### config.mk
export PLATFORM = sky130hd
export DESIGN_NAME = indexed_array_list_core
export DESIGN_NICKNAME = d
export VERILOG_FILES = /design/src/rtl/ial_pkg.sv /design/src/rtl/ial_ram.sv /design/src/rtl/ial_seq.sv /design/src/rtl/indexed_array_list_core.sv
export SDC_FILE = /design/constraint.sdc
export NUM_CORES = 2
export LEC_CHECK = 0
export ABC_AREA = 0
export BUFFER_PORTS_ARGS = -buffer_cell sky130_fd_sc_hd__clkbuf_2
export CAP_MARGIN = 20
export CORE_MARGIN = 2
export CORE_UTILIZATION = 60
export CTS_CLUSTER_SIZE = 20
export DETAILED_ROUTE_END_ITERATION = 8
export PLACE_DENSITY = 0.75
export SLEW_MARGIN = 10
export SYNTH_ARGS = -nofsm -noshare
export SYNTH_HDL_FRONTEND = slang
export SYNTH_HIERARCHICAL = 1
export SYNTH_SLANG_ARGS = --single-unit
export TNS_END_PERCENT = 100
### constraint.sdc
create_clock -name clk -period 11.92 [get_ports clk]
set_clock_uncertainty 0.15 [all_clocks]
set_input_delay 1.192 -clock clk [delete_from_list [all_inputs] [get_ports clk]]
set_output_delay 1.192 -clock clk [all_outputs]
set_load 0.1 [all_outputs]
### src/rtl/ial_pkg.sv
package ial_pkg;

  // list capacity and derived widths
  localparam int DEPTH = 64;
  localparam int AW    = $clog2(DEPTH);
  localparam int CW    = 7;
  localparam int DW    = 64;

  // command codes
  localparam logic [3:0] CMD_APPEND     = 4'd0;
  localparam logic [3:0] CMD_POP_BACK   = 4'd1;
  localparam logic [3:0] CMD_INSERT     = 4'd2;
  localparam logic [3:0] CMD_ERASE      = 4'd3;
  localparam logic [3:0] CMD_READ_AT    = 4'd4;
  localparam logic [3:0] CMD_READ_FRONT = 4'd5;
  localparam logic [3:0] CMD_READ_BACK  = 4'd6;
  localparam logic [3:0] CMD_CLEAR      = 4'd7;
  localparam logic [3:0] CMD_RESIZE     = 4'd8;

  // status codes
  localparam logic [1:0] ST_OK    = 2'd0;
  localparam logic [1:0] ST_RANGE = 2'd1;
  localparam logic [1:0] ST_FULL  = 2'd2;

  // store access issued by the sequencer
  typedef struct packed {
    logic          we;
    logic [AW-1:0] waddr;
    logic [DW-1:0] wdata;
    logic [AW-1:0] raddr;
  } mem_req_t;

  // one finished result word
  typedef struct packed {
    logic [DW-1:0] read_value;
    logic [1:0]    status;
    logic [CW-1:0] length_now;
    logic          is_empty;
  } result_t;

endpackage

### src/rtl/ial_ram.sv
module ial_ram #(
  parameter int WIDTH = 64,
  parameter int DEPTH = 64
) (
  input  logic                     clk,
  input  logic                     we,
  input  logic [$clog2(DEPTH)-1:0] waddr,
  input  logic [WIDTH-1:0]         wdata,
  input  logic [$clog2(DEPTH)-1:0] raddr,
  output logic [WIDTH-1:0]         rdata
);

  logic [WIDTH-1:0] mem [DEPTH];

  // one write port, registered read port
  always_ff @(posedge clk) begin
    if (we) begin
      mem[waddr] <= wdata;
    end
    rdata <= mem[raddr];
  end

endmodule

### src/rtl/ial_seq.sv
module ial_seq (
  input  logic                    clk,
  input  logic                    rst,
  input  logic                    in_valid,
  output logic                    in_stall,
  input  logic [3:0]              cmd,
  input  logic [ial_pkg::CW-1:0]  position,
  input  logic [ial_pkg::DW-1:0]  value,
  output ial_pkg::mem_req_t       mem_req,
  input  logic [ial_pkg::DW-1:0]  rdata,
  output logic                    res_valid,
  input  logic                    res_take,
  output ial_pkg::result_t        res
);

  localparam logic [2:0] S_IDLE = 3'd0;
  localparam logic [2:0] S_UP   = 3'd1;
  localparam logic [2:0] S_UPWR = 3'd2;
  localparam logic [2:0] S_DN   = 3'd3;
  localparam logic [2:0] S_FILL = 3'd4;
  localparam logic [2:0] S_RD   = 3'd5;
  localparam logic [2:0] S_FIN  = 3'd6;

  localparam logic [ial_pkg::CW-1:0] ONE  = ial_pkg::CW'(1);
  localparam logic [ial_pkg::CW-1:0] TWO  = ial_pkg::CW'(2);
  localparam logic [ial_pkg::CW-1:0] FULL = ial_pkg::CW'(ial_pkg::DEPTH);

  logic [2:0]               state, state_next;
  logic [ial_pkg::CW-1:0]   count, count_next;
  logic [ial_pkg::CW-1:0]   ptr, ptr_next;
  logic [ial_pkg::CW-1:0]   pos_r, pos_next;
  logic [ial_pkg::DW-1:0]   val_r, val_next;
  logic [ial_pkg::DW-1:0]   rdval, rdval_next;
  logic [1:0]               status, status_next;

  logic [ial_pkg::CW-1:0]   cnt_m1, pos_p1, ptr_m1, ptr_m2, ptr_p1, ptr_p2;

  assign cnt_m1 = count - ONE;
  assign pos_p1 = position + ONE;
  assign ptr_m1 = ptr - ONE;
  assign ptr_m2 = ptr - TWO;
  assign ptr_p1 = ptr + ONE;
  assign ptr_p2 = ptr + TWO;

  // control registers
  always_ff @(posedge clk) begin
    if (rst) begin
      state <= S_IDLE;
      count <= '0;
    end else begin
      state <= state_next;
      count <= count_next;
    end
  end

  // working registers
  always_ff @(posedge clk) begin
    ptr    <= ptr_next;
    pos_r  <= pos_next;
    val_r  <= val_next;
    rdval  <= rdval_next;
    status <= status_next;
  end

  // command sequencing
  always_comb begin
    state_next    = state;
    count_next    = count;
    ptr_next      = ptr;
    pos_next      = pos_r;
    val_next      = val_r;
    rdval_next    = rdval;
    status_next   = status;
    mem_req.we    = 1'b0;
    mem_req.waddr = ptr[ial_pkg::AW-1:0];
    mem_req.wdata = rdata;
    mem_req.raddr = '0;
    res_valid     = 1'b0;

    unique case (state)
      S_IDLE: begin
        if (in_valid) begin
          pos_next    = position;
          val_next    = value;
          status_next = ial_pkg::ST_OK;
          rdval_next  = '0;
          state_next  = S_FIN;
          case (cmd)
            ial_pkg::CMD_APPEND: begin
              if (count == FULL) begin
                status_next = ial_pkg::ST_FULL;
              end else begin
                mem_req.we    = 1'b1;
                mem_req.waddr = count[ial_pkg::AW-1:0];
                mem_req.wdata = value;
                count_next    = count + ONE;
              end
            end
            ial_pkg::CMD_POP_BACK: begin
              if (count == '0) begin
                status_next = ial_pkg::ST_RANGE;
              end else begin
                count_next = cnt_m1;
              end
            end
            ial_pkg::CMD_INSERT: begin
              if (position > count) begin
                status_next = ial_pkg::ST_RANGE;
              end else if (count == FULL) begin
                status_next = ial_pkg::ST_FULL;
              end else if (position == count) begin
                mem_req.we    = 1'b1;
                mem_req.waddr = position[ial_pkg::AW-1:0];
                mem_req.wdata = value;
                count_next    = count + ONE;
              end else begin
                // move entries up from the tail
                mem_req.raddr = cnt_m1[ial_pkg::AW-1:0];
                ptr_next      = count;
                state_next    = S_UP;
              end
            end
            ial_pkg::CMD_ERASE: begin
              if (position >= count) begin
                status_next = ial_pkg::ST_RANGE;
              end else if (position == cnt_m1) begin
                count_next = cnt_m1;
              end else begin
                // move entries down from the erased slot
                mem_req.raddr = pos_p1[ial_pkg::AW-1:0];
                ptr_next      = position;
                state_next    = S_DN;
              end
            end
            ial_pkg::CMD_READ_AT: begin
              if (position >= count) begin
                status_next = ial_pkg::ST_RANGE;
              end else begin
                mem_req.raddr = position[ial_pkg::AW-1:0];
                state_next    = S_RD;
              end
            end
            ial_pkg::CMD_READ_FRONT: begin
              if (count == '0) begin
                status_next = ial_pkg::ST_RANGE;
              end else begin
                mem_req.raddr = '0;
                state_next    = S_RD;
              end
            end
            ial_pkg::CMD_READ_BACK: begin
              if (count == '0) begin
                status_next = ial_pkg::ST_RANGE;
              end else begin
                mem_req.raddr = cnt_m1[ial_pkg::AW-1:0];
                state_next    = S_RD;
              end
            end
            ial_pkg::CMD_CLEAR: begin
              count_next = '0;
            end
            ial_pkg::CMD_RESIZE: begin
              if (position > FULL) begin
                status_next = ial_pkg::ST_FULL;
              end else if (position <= count) begin
                count_next = position;
              end else begin
                ptr_next   = count;
                state_next = S_FILL;
              end
            end
            default: begin
              status_next = ial_pkg::ST_RANGE;
            end
          endcase
        end
      end
      S_UP: begin
        // store[ptr] takes store[ptr-1], read one slot lower
        mem_req.we = 1'b1;
        if (ptr_m1 > pos_r) begin
          mem_req.raddr = ptr_m2[ial_pkg::AW-1:0];
          ptr_next      = ptr_m1;
        end else begin
          state_next = S_UPWR;
        end
      end
      S_UPWR: begin
        mem_req.we    = 1'b1;
        mem_req.waddr = pos_r[ial_pkg::AW-1:0];
        mem_req.wdata = val_r;
        count_next    = count + ONE;
        state_next    = S_FIN;
      end
      S_DN: begin
        // store[ptr] takes store[ptr+1], read one slot higher
        mem_req.we = 1'b1;
        if (ptr_p2 < count) begin
          mem_req.raddr = ptr_p2[ial_pkg::AW-1:0];
          ptr_next      = ptr_p1;
        end else begin
          count_next = cnt_m1;
          state_next = S_FIN;
        end
      end
      S_FILL: begin
        mem_req.we    = 1'b1;
        mem_req.wdata = val_r;
        if (ptr_p1 == pos_r) begin
          count_next = pos_r;
          state_next = S_FIN;
        end else begin
          ptr_next = ptr_p1;
        end
      end
      S_RD: begin
        rdval_next = rdata;
        state_next = S_FIN;
      end
      S_FIN: begin
        res_valid = 1'b1;
        if (res_take) begin
          state_next = S_IDLE;
        end
      end
      default: begin
        state_next = S_IDLE;
      end
    endcase
  end

  assign in_stall       = (state != S_IDLE);
  assign res.read_value = rdval;
  assign res.status     = status;
  assign res.length_now = count;
  assign res.is_empty   = (count == '0);

endmodule

### src/rtl/indexed_array_list_core.sv
// Ordered list of up to 64 words of 64 bits, driven one command word at a time.
// Input channel: in_valid / in_stall with cmd, position and value. Output
// channel: out_valid / out_stall with read_value, status, length_now and
// is_empty; every command gives exactly one result word.
// The list lives in a single 64x64 RAM with one write and one registered read
// port. One command is worked on at a time; in_stall is high while it runs.
// Push, pop, clear, a shrinking resize, insert or erase at the tail and all
// rejected commands go straight to the result; reads first wait for the
// registered RAM read; insert moves entries up and then writes the new value,
// erase moves entries down and a growing resize fills the new slots; the
// store moves or fills one entry per cycle through its single write port.
// With out_stall low the next command is taken in the cycle its predecessor's
// result shows on out_valid.
// The result sits in an output register, so the next command is accepted while
// a result still waits; if out_stall holds, the next result waits inside the
// sequencer and no further command is taken.
// Reset (rst, synchronous) empties the list and drops any pending result; RAM
// contents are not cleared since no entry is read before it is written.
module indexed_array_list_core (
  input  logic                    clk,
  input  logic                    rst,
  input  logic                    in_valid,
  output logic                    in_stall,
  input  logic [3:0]              cmd,
  input  logic [6:0]              position,
  input  logic [63:0]             value,
  output logic                    out_valid,
  input  logic                    out_stall,
  output logic [63:0]             read_value,
  output logic [1:0]              status,
  output logic [6:0]              length_now,
  output logic                    is_empty
);

  ial_pkg::mem_req_t             mem_req;
  logic [ial_pkg::DW-1:0]        rdata;
  logic                          res_valid;
  logic                          res_take;
  ial_pkg::result_t              res;
  ial_pkg::result_t              out_word;

  // element store
  ial_ram #(
    .WIDTH (ial_pkg::DW),
    .DEPTH (ial_pkg::DEPTH)
  ) u_store (
    .clk   (clk),
    .we    (mem_req.we),
    .waddr (mem_req.waddr),
    .wdata (mem_req.wdata),
    .raddr (mem_req.raddr),
    .rdata (rdata)
  );

  // command sequencer
  ial_seq u_seq (
    .clk       (clk),
    .rst       (rst),
    .in_valid  (in_valid),
    .in_stall  (in_stall),
    .cmd       (cmd),
    .position  (position),
    .value     (value),
    .mem_req   (mem_req),
    .rdata     (rdata),
    .res_valid (res_valid),
    .res_take  (res_take),
    .res       (res)
  );

  // output register takes a word when empty or being drained
  assign res_take = !out_valid || !out_stall;

  always_ff @(posedge clk) begin
    if (rst) begin
      out_valid <= 1'b0;
    end else if (res_valid && res_take) begin
      out_valid <= 1'b1;
    end else if (!out_stall) begin
      out_valid <= 1'b0;
    end
  end

  always_ff @(posedge clk) begin
    if (res_valid && res_take) begin
      out_word <= res;
    end
  end

  assign read_value = out_word.read_value;
  assign status     = out_word.status;
  assign length_now = out_word.length_now;
  assign is_empty   = out_word.is_empty;

endmodule

==> out/qor.yml <==
reg2reg_to: "u_store/rdata[39]"
cp_max_fo: 96
synthCells: 8030
antenna_left: 0
cts_hold_buf: 0
regToRegStartpoint: "u_seq/count[5]"
vias_per_cell: 7.290
ctsRootBufferMaster: "clkbuf_16"
cp.arrival_ns: 7.86
cts_tree: "done"
final_nets: 8489
fp.dieH_um: 537.1
clock.fmax_mhz: 139.9
grt_use_total_pct: 34.11
critical_path_class: "reg2reg"
grt-ovfl-total: 0
period_needed_ns: 7.149
gp_congestion: 0.9172
ys_warn_count: 6
cts.sinks: 4389
synth_edf_count: 4314
cts_made_buffers: 416
yosysTopAreaCellShare_pct: 75.96
wl_per_cell_um: 39.20
async_flop_share_pct: 0
setup_ws_ns: 4.771
die_width_um: 537.1
cts_setup_buffers: 0
synthTopCellsByCount: "edfxtp_1 (4314), mux4_2 (1024), nand2_1 (241), clkbuf_1 (227), mux2i_1 (223)"
fillCellCount: 16640
stdcell_count: 12490
drt-pass1-iter-count: 9
placementRows: 195
initial_core_util_pct: 60.36
synth-main-ff-cell: "edfxtp_1"
required_ns: 12.63
pre_cts_slack_ns: 4.373
grt_pass1_vias: 90280
rsz0062_at_grt: "false"
area_growth_pct: 12.08
min_to: "read_value[0]"
syn_area_per_cell_sq_um: 21.24
vias: 91070
dp_hpwl_mm: 251.8
worstRegToRegCells: 16
routed_wl_mm: 489.7
cellLeakagePower_nw: 58.20
slew_headroom_pct: 14.65
worstMarginPinSlew_ns: 1.280
rrSetupSlack_ns: 4.77
setup_viol: 0
pin_count: 155
grt_max_degree: 122
ys_types: 76
syn_area_sq_mm: 0.1705
portBuffers: 154
outcome: "completed"
post_cts_resized: 0
yosysSeqAreaShare_pct: 76.84
ctsHtreeMaxLevel: 5
power_density_mw_per_mm2: 249.3
synth_fp_nets: 8140
holdPathStages: 0
slew_viol_final: 0
worst_setup_path_start_kind: "flop"
insertion_delay_ns: 0.93
fin_total_pwr_w: 0.04766
setup_tns_ns: 0
endpoint_kind: "flop"
min_from: "u_seq/rdval[0]"
antenna_found_initial: 19
hold_path_class: "reg2reg"
hold_viol_final: 0
ctsLongestPathBuffers: 4
core_sq_mm: 0.2825
grt_first_pass_wirelength_mm: 686.3
dieArea_sq_mm: 0.2885
drc_errors: 0
cts.clk_slew.worst_paths_ns: 0.06
synth.area.top_cells: "edfxtp_1 (76%), mux4_2 (14%), mux2i_1 (1.3%)"
cap_violations: 0
synth.most_common_cell: "edfxtp_1"
synth_top_area_cell: "edfxtp_1"
ys_seq_elements: 4389
layout-drive-gt1-share_pct: 26.11
finalCritPeriodShare_pct: 59.98
drt_iter0_drc: 15320
peakVddDrop_uv: 372.7
placed_cells: 11700
-- per-stage QoR --
| step | cell area [sq um] | util [%] | hold slack [ns] |
|---|---|---|---|
| final | 191100 | 67.65 | 0.2664 |
| after global routing | 191100 | 67.63 | 0.2754 |
| after CTS | 191100 | 67.62 | 0.2680 |
| after detailed placement | 177700 | 62.89 | 0.2545 |
| after global placement | 177700 | 62.88 | 0.2536 |
| after floorplan | 170500 | - | 0.2503 |
-- how the worst max path moves through the flow --
stage | from | end | slack [ns] | cells after the start
finish | u_seq/count[5] | u_store/rdata[39] | 4.77 | 16
global route | u_seq/count[6] | u_store/rdata[37] | 4.41 | 16
CTS | u_seq/count[5] | u_store/rdata[61] | 4.88 | 16
detailed placement | position[0] | u_store/rdata[61] | 4.37 | 17
global placement | position[0] | u_store/rdata[61] | 4.38 | 17
floorplan | in_valid | u_store/mem[55][0] | 2.98 | 8
-- state kept, by name (all words and copies together), names as in the netlist --
register and flops:
u_seq/count 7, is_empty 1, u_seq/val_r 64, read_value 64, u_store/mem 4096, u_seq/rdval 64
u_seq/state 3, u_seq/pos_r 7, u_seq/status 2, status 2, length_now 7, u_seq/ptr 7
out_valid 1, u_store/rdata 64
-- cell families (layout without fill, tap and decap cells) --
group,count (synthesis),in the layout,share of synthesized area (%)
muxes,1316,1316,15.29
buffers and inverters,526,1216,1.492
AOI/OAI and AO/OA,691,691,2.831
adders and majority gates,31,31,0.2274
and+or+nand+nor,1032,1032,3.062
xor gates and xnor gates,45,45,0.2583
other,0,29,0
DFF,4389,4389,76.84
-- critical path, cell delays in order (launching register included) --
cell and delay [ns]:
dfxtp_1 0.78, inv_1 0.32, ha_1 0.37, nand2_1 0.07, o21ai_0 0.22, a21oi_1 0.91, o211ai_1 0.45, nor2_1 0.20
a221oi_1 0.09, o21ai_4 0.18, buf_4 0.43, buf_4 0.68, buf_12 0.53, nand2b_1 0.53, o221ai_1 0.30, o22ai_1 0.53
and3_1 0.25
-- cell type report --
type                    instances  area (sq um)  share of cell area, %
diodes                         29         72.57                0.03797
multi-input cells            3115         38710                  20.25
clock buffers                 552         11270                  5.895
repair buffers                420          3100                  1.622
flip-flops and latches       4389        131100                  68.56
inverters                      37         146.4                0.07659
well taps                    3743          4683                  2.450
clock inverters               207          2112                  1.105
-- cells in the final DEF (no fill, tap or decap), types with 60 or more instances in the layout --
cell	n
clkbuf_1	108
edfxtp_1	4314
nand3_1	201
clkinv_1	64
or3_1	60
clkbuf_16	422
dfxtp_1	73
mux2_2	69
clkbuf_2	154
nand4_1	88
clkinv_2	61
mux2i_1	223
nand2_1	237
buf_4	239
nor2_4	65
a22oi_1	132
and2_1	67
o22ai_1	148
mux4_2	1024
nor2_1	105
a221oi_4	64
nor2b_1	89
-- layer usage --
layer	wire length [um]	global-route usage [%]	up-vias
met1	160600	45.38	47290
met5	46	0	-
met3	70640	9.099	1546
met4	28800	16.67	8
li1	-	-	34420
met2	229600	53.03	7809
-- power breakdown --
group | switching (W) | internal (W) | total [W] | leakage (nW)
clock network | 0.00569 | 0.00747 | 0.0132 | 6.47
logic | 0.00880 | 0.00305 | 0.0118 | 12.3
registers | 0.000716 | 0.0219 | 0.0227 | 39.5
No activity file was read; power rests on OpenSTA's default activity.
